$ cat src/design/ffe_pkg.sv
// Shared types, codes and helpers of the form field extractor.
`timescale 1ns / 1ps

package ffe_pkg;

    localparam logic [7:0] CH_PLUS  = 8'h2B;
    localparam logic [7:0] CH_PCT   = 8'h25;
    localparam logic [7:0] CH_EQ    = 8'h3D;
    localparam logic [7:0] CH_AMP   = 8'h26;
    localparam logic [7:0] CH_SPACE = 8'h20;
    localparam logic [7:0] CH_END   = 8'h00;
    localparam logic [3:0] HEX_TEN  = 4'd10;

    localparam logic [7:0] RAW_LIMIT  = 8'd195;
    localparam logic [7:0] COUNT_MAX  = 8'hFF;
    localparam logic [3:0] INDEX_MAX  = 4'hF;
    localparam logic [8:0] CAP_RESET  = 9'd1;

    typedef enum logic [1:0] {
        REG_KEY_NAME       = 2'd0,
        REG_KEY_LENGTH     = 2'd1,
        REG_VALUE_CAPACITY = 2'd2
    } reg_index_t;

    typedef enum logic [1:0] {
        PH_KEY   = 2'd0,
        PH_VALUE = 2'd1,
        PH_SKIP  = 2'd2,
        PH_DONE  = 2'd3
    } phase_t;

    typedef enum logic [1:0] {
        ESC_NONE   = 2'd0,
        ESC_FIRST  = 2'd1,
        ESC_SECOND = 2'd2
    } esc_t;

    // ST_FOUND doubles as "no reject recorded"
    typedef enum logic [2:0] {
        ST_FOUND     = 3'd0,
        ST_NOT_FOUND = 3'd1,
        ST_RAW_LONG  = 3'd2,
        ST_BAD_ESC   = 3'd3,
        ST_DEC_LONG  = 3'd4
    } status_t;

    typedef struct packed {
        phase_t      phase;
        logic [3:0]  key_index;
        logic        key_mismatch;
        esc_t        esc;
        logic [3:0]  high_nibble;
        logic [7:0]  raw_count;
        logic [7:0]  decoded_count;
        status_t     reject;
        logic        match_found;
    } body_state_t;

    localparam body_state_t BODY_RESET = '{
        phase:         PH_KEY,
        key_index:     4'd0,
        key_mismatch:  1'b0,
        esc:           ESC_NONE,
        high_nibble:   4'd0,
        raw_count:     8'd0,
        decoded_count: 8'd0,
        reject:        ST_FOUND,
        match_found:   1'b0
    };

    typedef struct packed {
        logic        valid;
        logic        last;
        status_t     status;
        logic [7:0]  value_byte;
    } result_t;

    // {valid, nibble}
    function automatic logic [4:0] hex_digit_value(input logic [7:0] c);
        logic [7:0] d;
        logic [4:0] r;
        r = 5'd0;
        if (c >= 8'h30 && c <= 8'h39) begin
            d = c - 8'h30;
            r = {1'b1, d[3:0]};
        end
        else if (c >= 8'h61 && c <= 8'h66) begin
            d = c - 8'h61;
            r = {1'b1, d[3:0] + HEX_TEN};
        end
        else if (c >= 8'h41 && c <= 8'h46) begin
            d = c - 8'h41;
            r = {1'b1, d[3:0] + HEX_TEN};
        end
        return r;
    endfunction

endpackage

$ cat src/design/form_field_extractor_top.sv
// Top level of the form field extractor: input register, parse step, result register.
`timescale 1ns / 1ps

// Takes a URL-encoded form body one byte per cycle on the slave stream, a zero byte
// ending each body, and streams out the decoded value of the first pair whose key equals
// key_name (key_length bytes). Each accepted byte is held in an input register, passed
// through a combinational parse and decode step, and any result lands in an output
// register, so a byte is accepted every cycle while the output is taken, and a result
// is presented on the master stream from the output register after its byte is parsed. Value bytes
// come out with tlast low; the terminator gives one item with tlast high carrying the
// status code. On any non-zero status the bytes already delivered for that body are to
// be discarded. Write the configuration only while no body is in flight.
module form_field_extractor_top
    import ffe_pkg::*;
#(
    parameter int NAME_BYTES = 8
)
(
    input  logic         clk,
    input  logic         rst_n,
    input  logic         s_axis_tvalid,
    output logic         s_axis_tready,
    input  logic [7:0]   s_axis_tdata,   // [7:0] body_byte
    output logic         m_axis_tvalid,
    input  logic         m_axis_tready,
    output logic [15:0]  m_axis_tdata,   // [7:0] value_byte, [10:8] status, [15:11] zero
    output logic         m_axis_tlast,
    input  logic         cfg_valid,
    output logic         cfg_ready,
    input  logic [1:0]   cfg_index,
    input  logic [63:0]  cfg_data
);

    logic [NAME_BYTES*8-1:0] key_name;
    logic [3:0]              key_length;
    logic [8:0]              value_capacity;

    logic       in_valid_reg;
    logic       in_valid_next;
    logic [7:0] in_byte_reg;
    logic       out_valid_reg;
    logic       out_valid_next;
    result_t    out_reg;
    result_t    result;
    logic       out_free;
    logic       fire;
    logic       s_accept;

    ffe_cfg #(
        .NAME_BYTES (NAME_BYTES)
    ) u_cfg (
        .clk            (clk),
        .rst_n          (rst_n),
        .cfg_valid      (cfg_valid),
        .cfg_ready      (cfg_ready),
        .cfg_index      (cfg_index),
        .cfg_data       (cfg_data),
        .key_name       (key_name),
        .key_length     (key_length),
        .value_capacity (value_capacity)
    );

    ffe_parse #(
        .NAME_BYTES (NAME_BYTES)
    ) u_parse (
        .clk            (clk),
        .rst_n          (rst_n),
        .step           (fire),
        .body_byte      (in_byte_reg),
        .key_name       (key_name),
        .key_length     (key_length),
        .value_capacity (value_capacity),
        .result         (result)
    );

    assign out_free      = !out_valid_reg || m_axis_tready;
    assign fire          = in_valid_reg && out_free;
    assign s_axis_tready = !in_valid_reg || fire;
    assign s_accept      = s_axis_tvalid && s_axis_tready;

    assign in_valid_next  = s_accept ? 1'b1 : (fire ? 1'b0 : in_valid_reg);
    assign out_valid_next = fire ? result.valid : (out_valid_reg && !m_axis_tready);

    always_ff @(posedge clk or negedge rst_n)
    begin
        if (!rst_n)
        begin
            in_valid_reg  <= 1'b0;
            out_valid_reg <= 1'b0;
        end
        else
        begin
            in_valid_reg  <= in_valid_next;
            out_valid_reg <= out_valid_next;
        end
    end

    always_ff @(posedge clk)
    begin
        if (s_accept)
            in_byte_reg <= s_axis_tdata;
        if (fire && result.valid)
            out_reg <= result;
    end

    assign m_axis_tvalid = out_valid_reg;
    assign m_axis_tlast  = out_reg.last;
    assign m_axis_tdata  = {5'd0, out_reg.status, out_reg.value_byte};

    assert property (@(posedge clk) disable iff (!rst_n)
        in_valid_reg && !fire |=> in_valid_reg)
        else $error("held input item lost");

    assert property (@(posedge clk) disable iff (!rst_n)
        !in_valid_reg |-> s_axis_tready)
        else $error("empty input stage refuses an item");

    assert property (@(posedge clk) disable iff (!rst_n)
        m_axis_tvalid && m_axis_tlast |-> m_axis_tdata[7:0] == CH_END)
        else $error("status item carries a value byte");

    assert property (@(posedge clk) disable iff (!rst_n)
        m_axis_tvalid && !m_axis_tlast |-> m_axis_tdata[10:8] == ST_FOUND)
        else $error("value item carries a status code");

endmodule

$ cat src/design/ffe_cfg.sv
// Configuration register file of the form field extractor.
`timescale 1ns / 1ps

module ffe_cfg
    import ffe_pkg::*;
#(
    parameter int NAME_BYTES = 8
)
(
    input  logic                      clk,
    input  logic                      rst_n,
    input  logic                      cfg_valid,
    output logic                      cfg_ready,
    input  logic [1:0]                cfg_index,
    input  logic [63:0]               cfg_data,
    output logic [NAME_BYTES*8-1:0]   key_name,
    output logic [3:0]                key_length,
    output logic [8:0]                value_capacity
);

    logic [NAME_BYTES*8-1:0] key_name_reg;
    logic [3:0]              key_length_reg;
    logic [8:0]              value_capacity_reg;

    assign cfg_ready = 1'b1;

    always_ff @(posedge clk or negedge rst_n)
    begin
        if (!rst_n)
        begin
            key_name_reg       <= '0;
            key_length_reg     <= 4'd0;
            value_capacity_reg <= CAP_RESET;
        end
        else if (cfg_valid && cfg_ready)
        begin
            case (cfg_index)
                REG_KEY_NAME:       key_name_reg       <= cfg_data[NAME_BYTES*8-1:0];
                REG_KEY_LENGTH:     key_length_reg     <= cfg_data[3:0];
                REG_VALUE_CAPACITY: value_capacity_reg <= cfg_data[8:0];
                default:            ;
            endcase
        end
    end

    assign key_name       = key_name_reg;
    assign key_length     = key_length_reg;
    assign value_capacity = value_capacity_reg;

endmodule

$ cat src/design/ffe_parse.sv
// Per-byte parse and decode step with the body state register.
`timescale 1ns / 1ps

module ffe_parse
    import ffe_pkg::*;
#(
    parameter int NAME_BYTES = 8
)
(
    input  logic                      clk,
    input  logic                      rst_n,
    input  logic                      step,
    input  logic [7:0]                body_byte,
    input  logic [NAME_BYTES*8-1:0]   key_name,
    input  logic [3:0]                key_length,
    input  logic [8:0]                value_capacity,
    output result_t                   result
);

    body_state_t st_reg;
    body_state_t st_next;

    always_ff @(posedge clk or negedge rst_n)
    begin
        if (!rst_n)
            st_reg <= BODY_RESET;
        else if (step)
            st_reg <= st_next;
    end

    always_comb
    begin
        logic [7:0] want;
        logic [7:0] raw_n;
        logic [4:0] nib;
        logic [7:0] b;
        logic       prod;
        status_t    rej;

        st_next = st_reg;
        result  = '0;
        want    = 8'd0;
        raw_n   = 8'd0;
        b       = 8'd0;
        prod    = 1'b0;
        rej     = st_reg.reject;
        nib     = hex_digit_value(body_byte);

        if (body_byte == CH_END)
        begin
            if (st_reg.phase == PH_VALUE && st_reg.esc != ESC_NONE && rej == ST_FOUND)
                rej = ST_BAD_ESC;
            result.valid = 1'b1;
            result.last  = 1'b1;
            if (value_capacity == 9'd0)
                result.status = ST_DEC_LONG;
            else if (!st_reg.match_found)
                result.status = ST_NOT_FOUND;
            else if (rej != ST_FOUND)
                result.status = rej;
            else if ({1'b0, st_reg.decoded_count} >= value_capacity)
                result.status = ST_DEC_LONG;
            else
                result.status = ST_FOUND;
            st_next = BODY_RESET;
        end
        else
        begin
            case (st_reg.phase)
                PH_KEY:
                begin
                    if (body_byte == CH_AMP)
                    begin
                        st_next.key_index    = 4'd0;
                        st_next.key_mismatch = 1'b0;
                    end
                    else if (body_byte == CH_EQ)
                    begin
                        if (!st_reg.key_mismatch && st_reg.key_index == key_length)
                        begin
                            st_next.match_found = 1'b1;
                            st_next.phase       = PH_VALUE;
                        end
                        else
                            st_next.phase = PH_SKIP;
                    end
                    else
                    begin
                        for (int i = 0; i < NAME_BYTES; i++)
                        begin
                            if (st_reg.key_index == 4'(i))
                                want = key_name[i*8 +: 8];
                        end
                        if (st_reg.key_index >= key_length
                            || st_reg.key_index >= 4'(NAME_BYTES)
                            || want != body_byte)
                            st_next.key_mismatch = 1'b1;
                        if (st_reg.key_index != INDEX_MAX)
                            st_next.key_index = st_reg.key_index + 4'd1;
                    end
                end
                PH_VALUE:
                begin
                    if (body_byte == CH_AMP)
                    begin
                        if (st_reg.esc != ESC_NONE)
                        begin
                            if (rej == ST_FOUND)
                                st_next.reject = ST_BAD_ESC;
                            st_next.esc = ESC_NONE;
                        end
                        st_next.phase = PH_DONE;
                    end
                    else
                    begin
                        raw_n = (st_reg.raw_count == COUNT_MAX) ? st_reg.raw_count
                                                                : st_reg.raw_count + 8'd1;
                        st_next.raw_count = raw_n;
                        if (raw_n >= RAW_LIMIT)
                            rej = ST_RAW_LONG;
                        st_next.reject = rej;
                        if (rej == ST_FOUND)
                        begin
                            case (st_reg.esc)
                                ESC_FIRST:
                                begin
                                    if (!nib[4])
                                    begin
                                        st_next.reject = ST_BAD_ESC;
                                        st_next.esc    = ESC_NONE;
                                    end
                                    else
                                    begin
                                        st_next.high_nibble = nib[3:0];
                                        st_next.esc         = ESC_SECOND;
                                    end
                                end
                                ESC_SECOND:
                                begin
                                    if (!nib[4] || (st_reg.high_nibble == 4'd0
                                                    && nib[3:0] == 4'd0))
                                    begin
                                        st_next.reject = ST_BAD_ESC;
                                        st_next.esc    = ESC_NONE;
                                    end
                                    else
                                    begin
                                        b           = {st_reg.high_nibble, nib[3:0]};
                                        st_next.esc = ESC_NONE;
                                        prod        = 1'b1;
                                    end
                                end
                                default:
                                begin
                                    if (body_byte == CH_PCT)
                                        st_next.esc = ESC_FIRST;
                                    else if (body_byte == CH_PLUS)
                                    begin
                                        b    = CH_SPACE;
                                        prod = 1'b1;
                                    end
                                    else
                                    begin
                                        b    = body_byte;
                                        prod = 1'b1;
                                    end
                                end
                            endcase
                            if (prod)
                            begin
                                if (st_reg.decoded_count != COUNT_MAX)
                                    st_next.decoded_count = st_reg.decoded_count + 8'd1;
                                result.valid      = 1'b1;
                                result.value_byte = b;
                            end
                        end
                    end
                end
                PH_SKIP:
                begin
                    if (body_byte == CH_AMP)
                    begin
                        st_next.phase        = PH_KEY;
                        st_next.key_index    = 4'd0;
                        st_next.key_mismatch = 1'b0;
                    end
                end
                default: ;
            endcase
        end
    end

endmodule
$ cat config.mk
export PLATFORM = sky130hd
export DESIGN_NAME = form_field_extractor_top
export DESIGN_NICKNAME = d
export VERILOG_FILES = /design/src/design/ffe_pkg.sv /design/src/design/form_field_extractor_top.sv /design/src/design/ffe_cfg.sv /design/src/design/ffe_parse.sv
export SDC_FILE = /design/constraint.sdc
export NUM_CORES = 1
export LEC_CHECK = 0
export BUFFER_PORTS_ARGS = -buffer_cell sky130_fd_sc_hd__buf_2
export CAP_MARGIN = 0
export CORE_UTILIZATION = 45
export DETAILED_ROUTE_END_ITERATION = 16
export SYNTH_ARGS = -nofsm -noshare
export SYNTH_HDL_FRONTEND = slang
export SYNTH_SLANG_ARGS = --single-unit
$ cat constraint.sdc
create_clock -name clk -period 10 [get_ports clk]
set_clock_uncertainty 0.15 [all_clocks]
set_input_delay 2.5 -clock clk [delete_from_list [all_inputs] [get_ports clk]]
set_output_delay 2.5 -clock clk [all_outputs]
set_load 0.02 [all_outputs]
Yosys cells after proc, flatten, opt, wreduce, memory -nomap -nowiden

Index checks and enable logic that the tools add are counted.

Flip-flop bits (word level): 132
Bits of input ports: 79
Output and inout port bits: 20

Add/subtract/negate cells: 8
Magnitude comparators: 10
Equality and inequality tests: 32
Mux-type cells: 81
Bitwise logic cells: 5
Reduce and logical (&&, ||, !) cells: 61

Operators with widths:

| cell                                                              | number |
|---|---|
| two-way mux 8 bit                                                 | 18 |
| two-way mux 3 bit                                                 | 15 |
| two-way mux 33 bit                                                | 1 |
| == test 8 x 6 -> 1 bit, second input constant                     | 4 |
| two-way mux 25 bit                                                | 1 |
| two-way mux 5 bit                                                 | 5 |
| nonzero test 2 bit                                                | 11 |
| two-way mux 20 bit                                                | 1 |
| AND reduction 5 bit                                               | 4 |
| two-way mux 1 bit                                                 | 19 |
| AND reduction 6 bit                                               | 3 |
| adder 8 x 1 -> 8 bit, second input constant                       | 2 |
| == test 4 x 3 -> 1 bit, second input constant                     | 4 |
| greater-or-equal comparator 8 x 7 -> 1 bit, second input constant | 2 |
| less-or-equal comparator 8 x 7 -> 1 bit, second input constant    | 2 |
| two-way mux 2 bit                                                 | 8 |
| two-way mux 4 bit                                                 | 4 |
| case mux 8 bit (2 select lines)                                   | 1 |
| logical NOT 4 bit                                                 | 3 |
| inequality test 3 x 1 -> 1 bit, second input constant             | 4 |
| subtractor 4 x 1 -> 4 bit, second input constant                  | 3 |
| logical AND 1 bit                                                 | 11 |
| two-way mux 11 bit                                                | 1 |
| case mux 5 bit (2 select lines)                                   | 1 |
| other kinds (43)                                                  | 69 |

Logic depth before layout (Yosys ltp)

Gate-level depths: netlist of the first run.

Depth after elaboration: 20
Gate-level depth with buffers: 13
Gate-level depth less buffers: 10

Cells and area by module

Synthesis of the first run repeated with hierarchy kept, for this count alone.

Cell total of the unflattened synthesis: 695
Area, all modules: 7654.8 µm²

Modules (own cells, without submodules):

| module                   | times used | cells an instance | area an instance (µm²) |
|---|---|---|---|
| ffe_parse                | 1          | 493               | 3707.3 |
| ffe_cfg                  | 1          | 166               | 3194.3 |
| form_field_extractor_top | 1          | 36                | 753.2 |

Least setup slack after synthesis of the first run

OpenSTA, ideal clock, no wires.

Path type: input-to-output
Start: input port m_axis_tready
End: output port s_axis_tready
Arrival time: 2.778 ns
Data required time: 7.350 ns
Setup slack: 4.572 ns
Stages: 1
Cell sequence: nand3b_1

Word-level cells in the longest chain between the ends: 3

RTL lines:

| element            | RTL line                       | RTL |
|---|---|---|
| start: declaration | form_field_extractor_top.sv:25 | `input logic m_axis_tready,` |
| logical OR 1 bit   | form_field_extractor_top.sv:76 | `assign out_free = !out_valid_reg \|\| m_axis_tready;` |
| logical AND 1 bit  | form_field_extractor_top.sv:77 | `assign fire = in_valid_reg && out_free;` |
| logical OR 1 bit   | form_field_extractor_top.sv:78 | `assign s_axis_tready = !in_valid_reg \|\| fire;` |
| end: declaration   | form_field_extractor_top.sv:22 | `output logic s_axis_tready,` |

No other way between the ends.

Worst setup path in the final report of the first run

Ends and elaborated chain as after synthesis.

==> impl_table.tex, run 1 <==
\begin{tabular}{lr}
\hline
Metric & Value \\
\hline
\multicolumn{2}{l}{\textbf{Place}} \\
Sum of net half-perimeters after detailed placement & 12.9 mm \\
Number of cells after detailed placement & 975 \\
Port bufs & 92 \\
Routability congestion estimate & approximately 0.85 \\
Setup slack at placement & about 4.4 ns \\
\multicolumn{2}{l}{\textbf{Power}} \\
Power share of the combinational group & between 20\% and 30\% \\
Sw power & $\sim$640 µW \\
Share of total power in the clock network & a little under a third \\
Internal Power & around 1.2 mW \\
Static leakage power & 3.57 nW \\
Part of the total power dissipated in sequential elements & 39.3\% \\
Switching Fraction & between 30\% and 40\% \\
Maximum vdd ir drop & around 0.15 mV \\
P per Cell Area & approximately 220 nW/µm² \\
\multicolumn{2}{l}{\textbf{Timing}} \\
Hold Vio Cnt, Final & 0 \\
Final setup vio count & 0 \\
Final worst path period share & 55.9\% \\
Worst slew margin relative to its limit & 32.7\% \\
Setup repair after global routing missed its margin & no \\
Final critical path time including I/O delays and setup & between 5 and 6 ns \\
Sum of negative setup slack & 0 ns \\
Transition time of the tightest slew-check pin & 1.01 ns \\
Post-route setup slack & 4.41 ns \\
FMAX & around 180 MHz \\
Max-slew violation count & 0 \\
\multicolumn{2}{l}{\textbf{Synth}} \\
Register bit count reported by yosys & 132 \\
Main combinational cell family by area after synthesis & compound AO/OA/AOI/OAI gates \\
Complex-gate fraction of the synthesized area & 16.6\% \\
Main flop type after synthesis & sky130\_fd\_sc\_hd\_\_dfrtp\_1 \\
Share of synthesized area spent on multiplexers & between 10\% and 20\% \\
Post-Syn Area & approximately 7400 µm² \\
Ys async rst share & around 85\% \\
Count of mapped cells out of synthesis & a little under 700 \\
Count of yosys warnings during synthesis & 0 \\
Sequential cell area fraction in the yosys report & 46.2\% \\
XOR/XNOR Fraction of Synth Area & $\sim$1.1\% \\
Number of different library cells in the post-synthesis netlist & 81 \\
Synth Area in Simple Gates & 14.6\% \\
Post-synth EDFFs & 20 \\
Post-synthesis adder-cell area fraction & 4.93\% \\
Mean cell area of the mapped netlist & 10.6 µm² \\
\multicolumn{2}{l}{\textbf{Global route}} \\
Global-route wire length before repair & 29.0 mm \\
Via count of the first global-routing pass & roughly 5.6k \\
Number of antenna violations at the first check in global routing & 0 \\
GRT Util Overall & between 20\% and 30\% \\
Largest net degree at the start of global routing & 83 \\
Remaining Overflow, GRT & 0 \\
\multicolumn{2}{l}{\textbf{Routing}} \\
Number of remaining DRC errors & 0 \\
Final routed wire length divided by cell count & roughly 18 µm \\
Remaining antenna violation count after routing & 0 \\
Vias & $\sim$5.8k \\
Drt via density & between 5 and 6 \\
Total iterations of the first detailed-routing run & 5 \\
Detailed-route wire length & between 15 and 20 mm \\
DRC violation total after the first TritonRoute iteration & approximately 400 \\
\multicolumn{2}{l}{\textbf{Layout}} \\
Max FFs per register & 64 \\
Number of fillers in the final layout & $\sim$1.5k \\
Nets & a little under 900 \\
Diodes inserted & 0 \\
Utilization of the core after routing & roughly 53\% \\
Relative area change from synthesis to final layout & 15.6\% \\
Post-route insts no fill & just over 1k \\
Top library cells by usage in the layout, fill and taps aside & sky130\_fd\_sc\_hd\_\_dfrtp\_1 (111), sky130\_fd\_sc\_hd\_\_buf\_2 (91), sky130\_fd\_sc\_hd\_\_mux2\_2 (76) \\
Most common cell after layout, fill and taps aside & sky130\_fd\_sc\_hd\_\_dfrtp\_1 \\
Proportion of layout cells with a drive suffix above 1 & roughly 28\% \\
\multicolumn{2}{l}{\textbf{Clock network}} \\
Clk\_lat worst skew & between 0.4 and 0.5 ns \\
Total of cells resized after clock tree synthesis & 0 \\
TritonCTS clock tree & yes \\
CTS Buffer Depth & 2 \\
Clock Tree Root & sky130\_fd\_sc\_hd\_\_clkbuf\_16 \\
CTS Buf Count & 17 \\
Number of sinks handled by clock tree synthesis & about 130 \\
Hold\_buf cts & 0 \\
Clock Pin Slew Worst Setup and Hold Paths & around 0.060 ns \\
Number of H-tree branching levels & 4 \\
Buffer count from post-CTS setup fixing & 0 \\
\multicolumn{2}{l}{\textbf{Worst setup path}} \\
Element type at the critical path start & input port \\
CP Capture Type & output port \\
Crit Path Class & in -> out \\
Required @ worst endpoint & about 7.4 ns \\
Critical path fanouts, max & 3 \\
Worst EP arrival & $\sim$3 ns \\
\multicolumn{2}{l}{\textbf{Die}} \\
Placement row count & 46 \\
Floorplan die width & around 130 µm \\
Floorplan Core Area & approximately 16,000 µm² \\
Overall die height & $\sim$130 µm \\
IO Pins & 99 \\
Initial core utilization & 46.2\% \\
Area enclosed by the die boundary & 16,900 µm² \\
\multicolumn{2}{l}{\textbf{Worst hold path}} \\
Worst hold path type & reg -> reg \\
\multicolumn{2}{l}{\textbf{Status}} \\
Status & finished, final reports clean \\
\multicolumn{2}{l}{\textbf{Run}} \\
Max-capacitance violation count & 0 \\
\hline
\end{tabular}
power by group through the flow:
stage | Combinational [mW] | Clock (mW) | Sequential, mW
floorplan | 0.413 | 0 | 0.699
finish | 0.538 | 0.597 | 0.736
CTS | 0.536 | 0.609 | 0.734
global placement | 0.513 | 0 | 0.738
global route | 0.600 | 0.635 | 0.748
detailed placement | 0.533 | 0 | 0.743
logic make-up after synthesis:
| logic type | count (synthesis) |
|---|---|
| XOR/XNOR | 9 |
| AND/OR/NAND/NOR | 199 |
| buffers and inverters | 72 |
| adder cells (fa/ha/maj) | 29 |
| other | 2 |
| AO/OA/AOI/OAI | 174 |
| flip-flops | 132 |
| multiplexers | 79 |
through the flow:
step	power (mW)	hold slack [ns]	cell area, µm²
global placement	1.25	0.334	7950
finish	1.87	0.354	8510
CTS	1.88	0.356	8510
global route	1.98	0.369	8510
detailed placement	1.28	0.343	7950
floorplan	1.11	0.315	7380
area by class of cell:
type	count	area, µm²	area share (%)
clock inverters	11	104	1.22
multi-input cells	496	3660	43.0
clock buffers	21	460	5.41
well taps	216	270	3.18
repair buffers	94	478	5.62
flip-flops and latches	132	3400	40.0
inverters	37	139	1.63
critical path, stage by stage:
cell and delay, ns:
sky130_fd_sc_hd__buf_2 0.10, sky130_fd_sc_hd__nand3b_1 0.17, sky130_fd_sc_hd__buf_2 0.18
metal layers:
layer  part of all wire [%]  vias up  global-route usage (%)  wire [µm]
met5                      0        -                       0          0
met4                    1.9        0                    8.34        338
met3                    4.0       23                    5.04        715
met2                     47      132                    35.8       8430
met1                     47     2853                    30.3       8390
li1                       -     2749                       -          -
synthesized netlist by cell type (6+ instances only):
| cell | number | area share [%] |
|---|---|---|
| sky130_fd_sc_hd__a21o_1 | 6 | 0.61 |
| sky130_fd_sc_hd__a21oi_1 | 33 | 2.2 |
| sky130_fd_sc_hd__a22oi_1 | 13 | 1.3 |
| sky130_fd_sc_hd__a31oi_1 | 12 | 1.0 |
| sky130_fd_sc_hd__buf_4 | 6 | 0.61 |
| sky130_fd_sc_hd__clkbuf_1 | 19 | 0.97 |
| sky130_fd_sc_hd__dfrtp_1 | 111 | 38 |
| sky130_fd_sc_hd__edfxtp_1 | 20 | 8.2 |
| sky130_fd_sc_hd__ha_1 | 29 | 4.9 |
| sky130_fd_sc_hd__inv_1 | 35 | 1.8 |
| sky130_fd_sc_hd__mux2_2 | 76 | 12 |
| sky130_fd_sc_hd__nand2_1 | 49 | 2.5 |
| sky130_fd_sc_hd__nand2b_1 | 13 | 1.1 |
| sky130_fd_sc_hd__nand3_1 | 17 | 1.2 |
| sky130_fd_sc_hd__nand4_1 | 9 | 0.76 |
| sky130_fd_sc_hd__nor2_1 | 32 | 1.6 |
| sky130_fd_sc_hd__nor2b_1 | 9 | 0.76 |
| sky130_fd_sc_hd__nor3_1 | 11 | 0.75 |
| sky130_fd_sc_hd__nor4_1 | 7 | 0.59 |
| sky130_fd_sc_hd__o21ai_0 | 23 | 1.6 |
| sky130_fd_sc_hd__o21ai_1 | 13 | 0.88 |
| sky130_fd_sc_hd__o221ai_1 | 8 | 0.95 |
| sky130_fd_sc_hd__o22ai_1 | 7 | 0.59 |
| sky130_fd_sc_hd__or3_1 | 15 | 1.3 |
| sky130_fd_sc_hd__xnor2_1 | 8 | 0.95 |
final timing paths:
| check | from | end | slack (ns) | cells past startpoint |
|---|---|---|---|---|
| setup / recovery | m_axis_tready | s_axis_tready | 4.41 | 3 |
| hold / removal | u_parse.st_reg[26] | u_parse.st_reg[26] | 0.35 | 1 |
| setup reg to reg | u_parse.st_reg[28] | u_parse.st_reg[26] | 5.95 | 10 |
| hold reg to reg | u_parse.st_reg[26] | u_parse.st_reg[26] | 0.35 | 1 |
| max in group asynchronous | rst_n | u_cfg.key_name[61] | 6.47 | 2 |
| min in group asynchronous | rst_n | u_parse.st_reg[6] | 1.88 | 1 |
Note: power is estimated with default switching activity, not from simulation.
==> inputs of run 2 (changes only) <==
PLACE_DENSITY = 0.67   (was unset)
clock period = 5.1 ns   (was 10 ns; I/O delays follow)
==> run 2 against run 1 <==
Compared with the run above:
- via count grew 0.57%
- global-route usage rose by 0.46 points
- sequential power increased by 97%
- sequential share of layout area fell by 0.19 points
- largest power group unchanged
==> impl_table.tex, run 2 (synthesis gave the netlist of run 1 again) <==
\begin{tabular}{lr}
\hline
Metric & Value \\
\hline
\multicolumn{2}{l}{\textbf{Clock network}} \\
Number of H-tree branching levels & 4 (unchanged) \\
CTS Buffer Depth & 2 (unchanged) \\
CTS Buf Count & 17 (unchanged) \\
Total of cells resized after clock tree synthesis & 0 (unchanged) \\
Clock Tree Root & sky130\_fd\_sc\_hd\_\_clkbuf\_16 (unchanged) \\
Clk\_lat worst skew & 0.42 ns (about the same) \\
Buffer count from post-CTS setup fixing & 0 (unchanged) \\
Clock Pin Slew Worst Setup and Hold Paths & 0.06 ns (about the same) \\
Hold\_buf cts & 0 (unchanged) \\
Number of sinks handled by clock tree synthesis & 132 (unchanged) \\
TritonCTS clock tree & yes (unchanged) \\
\multicolumn{2}{l}{\textbf{Layout}} \\
Number of fillers in the final layout & 1,468 (was 1,454) \\
Top library cells by usage in the layout, fill and taps aside & sky130\_fd\_sc\_hd\_\_dfrtp\_1 (111), sky130\_fd\_sc\_hd\_\_buf\_2 (91), sky130\_fd\_sc\_hd\_\_mux2\_2 (76) (unchanged) \\
Final non-filler cell area & 8550 µm² (was 8510 µm²) \\
Sequential cell area in the final layout & 3400 µm² (unchanged) \\
Relative area change from synthesis to final layout & 16.2\% (was 15.6\%) \\
Nets & 887 (was 886) \\
Max FFs per register & 64 (unchanged) \\
Most common cell after layout, fill and taps aside & sky130\_fd\_sc\_hd\_\_dfrtp\_1 (unchanged) \\
Proportion of layout cells with a drive suffix above 1 & 27.9\% (was 27.8\%) \\
Multi-input gate area & 3660 µm² (unchanged) \\
Diodes inserted & 0 (unchanged) \\
\multicolumn{2}{l}{\textbf{Place}} \\
Port bufs & 92 (unchanged) \\
Area after detailed placement & 7960 µm² (was 7950 µm²) \\
Sum of net half-perimeters after detailed placement & 13.2 mm (was 12.9 mm) \\
Routability congestion estimate & 0.913 (was 0.850) \\
\multicolumn{2}{l}{\textbf{Run}} \\
Max-capacitance violation count & 0 (unchanged) \\
\multicolumn{2}{l}{\textbf{Timing}} \\
Final setup vio count & 0 (unchanged) \\
Sum of negative setup slack & 0 ns (unchanged) \\
Hold Vio Cnt, Final & 0 (unchanged) \\
FMAX & between 200 and 300 MHz \\
Final worst path period share & between 70\% and 80\% \\
Worst slew margin relative to its limit & 30.7\% (was 32.7\%) \\
Final critical path time including I/O delays and setup & about 3.8 ns \\
Max-slew violation count & 0 (unchanged) \\
Worst hold slack & 0.355 ns (was 0.354 ns) \\
Setup repair after global routing missed its margin & no (unchanged) \\
Transition time of the tightest slew-check pin & 1.04 ns (was 1.01 ns) \\
\multicolumn{2}{l}{\textbf{Die}} \\
Placement row count & 46 (unchanged) \\
Overall die height & 130 µm (unchanged) \\
IO Pins & 99 (unchanged) \\
Floorplan die width & 130 µm (unchanged) \\
Area enclosed by the die boundary & 16,900 µm² (unchanged) \\
Floorplan Core Area & 15,900 µm² (unchanged) \\
Initial core utilization & 46.2\% (unchanged) \\
\multicolumn{2}{l}{\textbf{Worst setup path}} \\
Cell family contributing the most delay on the critical path & compound AO/OA/AOI/OAI gates (was buffers and inverters) \\
Cell-by-cell trace of the critical path & inv\_1, ha\_1, nor2b\_1, a221oi\_1, nor2\_1, or3\_1, a211oi\_1, o2111ai\_1, o41ai\_1, mux2\_1 (was buf\_2, nand3b\_1, buf\_2) \\
WP buf/inv & 1 (was 2) \\
Element type at the critical path start & flip-flop (was input port) \\
Crit Path Class & reg -> reg (was in -> out) \\
Flop-to-flop setup slack & 1.29 ns (was 5.95 ns) \\
Required @ worst endpoint & 5.26 ns (was 7.35 ns) \\
Critical R2R Capture & u\_parse.st\_reg[26] (unchanged) \\
Worst EP arrival & 3.97 ns (was 2.94 ns) \\
CP Capture Type & flip-flop (was output port) \\
Largest incremental delay on the critical path & 0.60 ns (was 0.18 ns) \\
Critical path fanouts, max & 22 (was 3) \\
Worst Reg-to-Reg Cells & 10 (unchanged) \\
Slowest cell on the critical path & sky130\_fd\_sc\_hd\_\_ha\_1 (was sky130\_fd\_sc\_hd\_\_buf\_2) \\
Worst R2R Start & u\_parse.st\_reg[28] (unchanged) \\
\multicolumn{2}{l}{\textbf{Global route}} \\
Global routing met1 resource utilization & 28.9\% (was 30.3\%) \\
Met2 track demand over resource in global routing & 38.2\% (was 35.8\%) \\
Global-route wire length before repair & 29.8 mm (was 29.0 mm) \\
Via count of the first global-routing pass & 5,901 (was 5,579) \\
Number of antenna violations at the first check in global routing & 0 (unchanged) \\
Largest net degree at the start of global routing & 81 (was 83) \\
GRT Util Overall & 23.0\% (was 22.6\%) \\
Most Crowded Layer GR & met2 (unchanged) \\
Met3 Usage GRT & 4.31\% (was 5.04\%) \\
Remaining Overflow, GRT & 0 (unchanged) \\
\multicolumn{2}{l}{\textbf{Worst hold path}} \\
Worst hold path type & reg -> reg (unchanged) \\
Hold Path Cell Cnt & 1 (unchanged) \\
Worst min-delay path startpoint & u\_cfg.key\_name[16] (was u\_parse.st\_reg[26]) \\
WHS Endpoint & u\_cfg.key\_name[16] (was u\_parse.st\_reg[26]) \\
\multicolumn{2}{l}{\textbf{Routing}} \\
Detailed-route wire length & 17.9 mm (about the same) \\
Remaining antenna violation count after routing & 0 (unchanged) \\
Drt via density & 5.74 (was 5.72) \\
Total iterations of the first detailed-routing run & 6 (was 5) \\
Vias & 5,790 (was 5,757) \\
DRC violation total after the first TritonRoute iteration & 368 (was 394) \\
Final routed wire length divided by cell count & 17.8 µm (about the same) \\
Number of remaining DRC errors & 0 (unchanged) \\
\multicolumn{2}{l}{\textbf{Power}} \\
P per Cell Area & 434 nW/µm² (was 220 nW/µm²) \\
Static leakage power & 3.60 nW (was 3.57 nW) \\
Maximum vdd ir drop & 0.247 mV (was 0.146 mV) \\
\multicolumn{2}{l}{\textbf{Status}} \\
Status & finished, final reports clean (unchanged) \\
\hline
\end{tabular}
==> run 2: cell count changes in the layout (fill, tap and decap cells not counted), sizes merged <==
cell      previous run  this run
clkinvlp             4         2
bufinv               1         2
inv                 40        38
buf                 94        95
clkinv               3         6
==> run 2: where the power goes <==
group / total, mW / internal, mW / switching [mW]
registers: 1.45 / 1.25 / 0.201
logic: 1.04 / 0.464 / 0.571
clock network: 1.23 / 0.762 / 0.464
total: 3.71 / 2.48 / 1.24
==> run 2: metal layers <==
layer / part of all wire, % / wire length (µm)
met1: 43 / 7740
met2: 49 / 8810
met3: 4.8 / 860
met4: 2.9 / 524
met5: 0 / 0
==> run 2: worst max path at each step <==
stage	from	to	slack, ns	cells after the start
final	u_parse.st_reg[28]	u_parse.st_reg[26]	1.29	10
after detailed placement	u_parse.st_reg[28]	u_parse.st_reg[26]	1.40	10
after global routing	u_parse.st_reg[28]	u_parse.st_reg[26]	0.94	10
after global placement	u_parse.st_reg[28]	u_parse.st_reg[26]	1.50	10
after CTS	u_parse.st_reg[28]	u_parse.st_reg[26]	1.37	10
after floorplan	in_byte_reg[0]	m_axis_tdata[0]	1.93	11
==> run 2: cell type report <==
cell class / instances / area share [%]
well taps: 216 / 3.16
multi-input cells: 496 / 42.8
clock inverters: 11 / 1.46
repair buffers: 95 / 5.68
flip-flops and latches: 132 / 39.8
inverters: 37 / 1.62
clock buffers: 21 / 5.52
==> run 2: per-stage QoR <==
step / cells / utilization, % / setup slack (ns) / total power, mW
final: 1008 / 53.6 / 1.29 / 3.71
after global routing: 1008 / 53.6 / 0.936 / 3.93
after CTS: 1008 / 53.6 / 1.37 / 3.74
after detailed placement: 976 / 49.9 / 1.40 / 2.50
after global placement: 976 / 49.9 / 1.50 / 2.45
after floorplan: 700 / - / 1.93 / 2.18
==> inputs of run 3 (changes only) <==
PLACE_DENSITY = unset   (was 0.67)
clock period = 3.9 ns   (was 5.1 ns; I/O delays follow)
==> run 3 against run 2 <==
Compared with the run above:
- wire length grew 0.12%
- critical path depth shrank 1
- fmax grew 6.2%
- global-route usage shrank 0.12 points
- register-to-register slack lost 0.98 ns
- utilization grew 1.0 points
- clock-buffer cell count grew 4
- sequential share of layout area shrank 0.74 points
- sequential cell count is the same
- total power grew 36%
- hold slack gained 0.0051 ns
==> impl_table.tex, run 3 (synthesis gave the netlist of run 1 again) <==
\begin{tabular}{lr}
\hline
Metric & Value \\
\hline
\multicolumn{2}{l}{\textbf{Die}} \\
Placement row count & 46 (unchanged) \\
Area enclosed by the die boundary & 16,900 µm² (unchanged) \\
Floorplan die width & 130 µm (unchanged) \\
Initial core utilization & 46.2\% (unchanged) \\
Overall die height & 130 µm (unchanged) \\
Floorplan Core Area & 15,900 µm² (unchanged) \\
IO Pins & 99 (unchanged) \\
\multicolumn{2}{l}{\textbf{Worst setup path}} \\
Flop-to-flop setup slack & 0.31 ns (was 1.29 ns) \\
Slowest cell on the critical path & sky130\_fd\_sc\_hd\_\_edfxtp\_1 (was sky130\_fd\_sc\_hd\_\_ha\_1) \\
Crit. Startpoint & in\_byte\_reg[0] (was u\_parse.st\_reg[28]) \\
Critical R2R Capture & m\_axis\_tdata[9] (was u\_parse.st\_reg[26]) \\
Element type at the critical path start & flip-flop (unchanged) \\
Worst Reg-to-Reg Cells & 9 (was 10) \\
Worst EP arrival & 3.50 ns (was 3.97 ns) \\
Cell-by-cell trace of the critical path & inv\_1, ha\_1, nand2b\_1, a21oi\_2, o32ai\_4, nor4\_1, nor2b\_2, o211ai\_2, nand2\_1 (was inv\_1, ha\_1, nor2b\_1, a221oi\_1, nor2\_1, or3\_1, a211oi\_1, o2111ai\_1, o41ai\_1, mux2\_1) \\
Worst Setup EP & m\_axis\_tdata[9] (was u\_parse.st\_reg[26]) \\
Required @ worst endpoint & 3.81 ns (was 5.26 ns) \\
CP Capture Type & flip-flop (unchanged) \\
Crit Path Class & reg -> reg (unchanged) \\
Largest incremental delay on the critical path & 0.62 ns (was 0.60 ns) \\
Critical path fanouts, max & 12 (was 22) \\
Worst R2R Start & in\_byte\_reg[0] (was u\_parse.st\_reg[28]) \\
\multicolumn{2}{l}{\textbf{Place}} \\
Routability congestion estimate & 0.905 (was 0.913) \\
Port bufs & 92 (unchanged) \\
Setup slack at placement & 0.393 ns (was 1.40 ns) \\
Sum of net half-perimeters after detailed placement & 13.2 mm (about the same) \\
\multicolumn{2}{l}{\textbf{Clock network}} \\
TritonCTS clock tree & yes (unchanged) \\
Total of cells resized after clock tree synthesis & 0 (unchanged) \\
Number of sinks handled by clock tree synthesis & 132 (unchanged) \\
Number of H-tree branching levels & 4 (unchanged) \\
Clock Tree Root & sky130\_fd\_sc\_hd\_\_clkbuf\_16 (unchanged) \\
Clk\_lat worst skew & 0.42 ns (about the same) \\
CTS Buffer Depth & 2 (unchanged) \\
Hold\_buf cts & 0 (unchanged) \\
Buffer count from post-CTS setup fixing & 0 (unchanged) \\
Clock Pin Slew Worst Setup and Hold Paths & 0.06 ns (about the same) \\
CTS Buf Count & 17 (unchanged) \\
\multicolumn{2}{l}{\textbf{Layout}} \\
Relative area change from synthesis to final layout & 18.4\% (was 16.2\%) \\
Top library cells by usage in the layout, fill and taps aside & sky130\_fd\_sc\_hd\_\_dfrtp\_1 (111), sky130\_fd\_sc\_hd\_\_buf\_2 (91), sky130\_fd\_sc\_hd\_\_mux2\_2 (76) (unchanged) \\
Most common cell after layout, fill and taps aside & sky130\_fd\_sc\_hd\_\_dfrtp\_1 (unchanged) \\
Proportion of layout cells with a drive suffix above 1 & 28.9\% (was 27.9\%) \\
Nets & 896 (was 887) \\
Diodes inserted & 0 (unchanged) \\
Max FFs per register & 64 (unchanged) \\
\multicolumn{2}{l}{\textbf{Timing}} \\
Hold Vio Cnt, Final & 0 (unchanged) \\
Post-route setup slack & 0.308 ns (was 1.29 ns) \\
Final setup vio count & 0 (unchanged) \\
Max-slew violation count & 0 (unchanged) \\
Transition time of the tightest slew-check pin & 0.971 ns (was 1.04 ns) \\
Final critical path time including I/O delays and setup & 3.59 ns (was 3.81 ns) \\
FMAX & 278 MHz (was 262 MHz) \\
Final worst path period share & 92.1\% (was 74.8\%) \\
Worst slew margin relative to its limit & 35.0\% (was 30.7\%) \\
Sum of negative setup slack & 0 ns (unchanged) \\
Setup repair after global routing missed its margin & no (unchanged) \\
\multicolumn{2}{l}{\textbf{Routing}} \\
Total iterations of the first detailed-routing run & 5 (was 6) \\
Vias & 5,785 (was 5,790) \\
DRC violation total after the first TritonRoute iteration & 374 (was 368) \\
Drt via density & 5.69 (was 5.74) \\
Remaining antenna violation count after routing & 0 (unchanged) \\
Detailed-route wire length & 18.0 mm (was 17.9 mm) \\
Number of remaining DRC errors & 0 (unchanged) \\
Final routed wire length divided by cell count & 17.7 µm (was 17.8 µm) \\
\multicolumn{2}{l}{\textbf{Status}} \\
Status & finished, final reports clean (unchanged) \\
\multicolumn{2}{l}{\textbf{Global route}} \\
Number of antenna violations at the first check in global routing & 0 (unchanged) \\
Global-route wire length before repair & 29.6 mm (was 29.8 mm) \\
Remaining Overflow, GRT & 0 (unchanged) \\
Via count of the first global-routing pass & 5,903 (was 5,901) \\
GRT Util Overall & 22.9\% (was 23.0\%) \\
Largest net degree at the start of global routing & 113 (was 81) \\
\multicolumn{2}{l}{\textbf{Power}} \\
P per Cell Area & 579 nW/µm² (was 434 nW/µm²) \\
Maximum vdd ir drop & 0.346 mV (was 0.247 mV) \\
Static leakage power & 3.70 nW (was 3.60 nW) \\
\multicolumn{2}{l}{\textbf{Worst hold path}} \\
Hold Path Cell Cnt & 1 (unchanged) \\
Worst hold path type & reg -> reg (unchanged) \\
\multicolumn{2}{l}{\textbf{Run}} \\
Max-capacitance violation count & 0 (unchanged) \\
\hline
\end{tabular}
## run 3: changes by cell type in the layout (fill, tap and decap cells not counted), moves of 2 or more
cell	delta
sky130_fd_sc_hd__clkbuf_1	-2
sky130_fd_sc_hd__clkinv_4	-2
sky130_fd_sc_hd__buf_12	+2
sky130_fd_sc_hd__clkbuf_8	+5
sky130_fd_sc_hd__clkinvlp_4	-2
sky130_fd_sc_hd__buf_4	+7
## run 3: worst min path at each step
| stage | startpoint | endpoint | slack (ns) |
|---|---|---|---|
| global placement | u_parse.st_reg[32] | u_parse.st_reg[32] | 0.34 |
| finish | u_cfg.key_name[42] | u_cfg.key_name[42] | 0.36 |
| detailed placement | u_cfg.key_name[42] | u_cfg.key_name[42] | 0.35 |
| floorplan | u_parse.st_reg[26] | u_parse.st_reg[26] | 0.31 |
| CTS | u_cfg.key_name[42] | u_cfg.key_name[42] | 0.36 |
| global route | u_cfg.key_name[37] | u_cfg.key_name[37] | 0.38 |
## run 3: metal layers
metal / vias to the layer above / routed length, µm / global-route usage, %
met2: 165 / 8620 / 38.3
met5: - / 0 / 0
li1: 2759 / - / -
met4: 0 / 295 / 8.14
met1: 2833 / 8300 / 29.6
met3: 28 / 751 / 4.59
## run 3: final cells by class
type	count	area, µm²
sequential	132	3400
fill	1434	7230
inverter	37	139
timing repair buffer	104	578
multi-input combinational	496	3660
tap	216	270
clock inverter	6	109
clock buffer	25	558
## run 3: where the power goes
part / switching [mW] / internal, mW / total, mW
sequential: 0.255 / 1.64 / 1.89
clock: 0.582 / 1.18 / 1.76
combinational: 0.756 / 0.634 / 1.39
total: 1.59 / 3.45 / 5.04
## run 3: worst max-delay path: cells and delay by family (launching register included)
| family | cells | cell delay (ns) |
|---|---|---|
| AO/OA/AOI/OAI | 3 | 0.73 |
| adder cells (fa/ha/maj) | 1 | 0.31 |
| buffers and inverters | 1 | 0.22 |
| flip-flops | 1 | 0.62 |
| AND/OR/NAND/NOR | 4 | 1.20 |
## run 3: stage by stage
stage               util [%]  power [mW]  cell area [µm²]  std cells  hold WS (ns)
finish                  54.7        5.04             8710       1016         0.360
global route            54.7        5.33             8710       1016         0.379
CTS                     54.7        5.07             8710       1016         0.361
detailed placement      50.5        3.29             8050        985         0.348
global placement        50.5        3.24             8050        985         0.336
floorplan                  -        2.85             7380        700         0.315
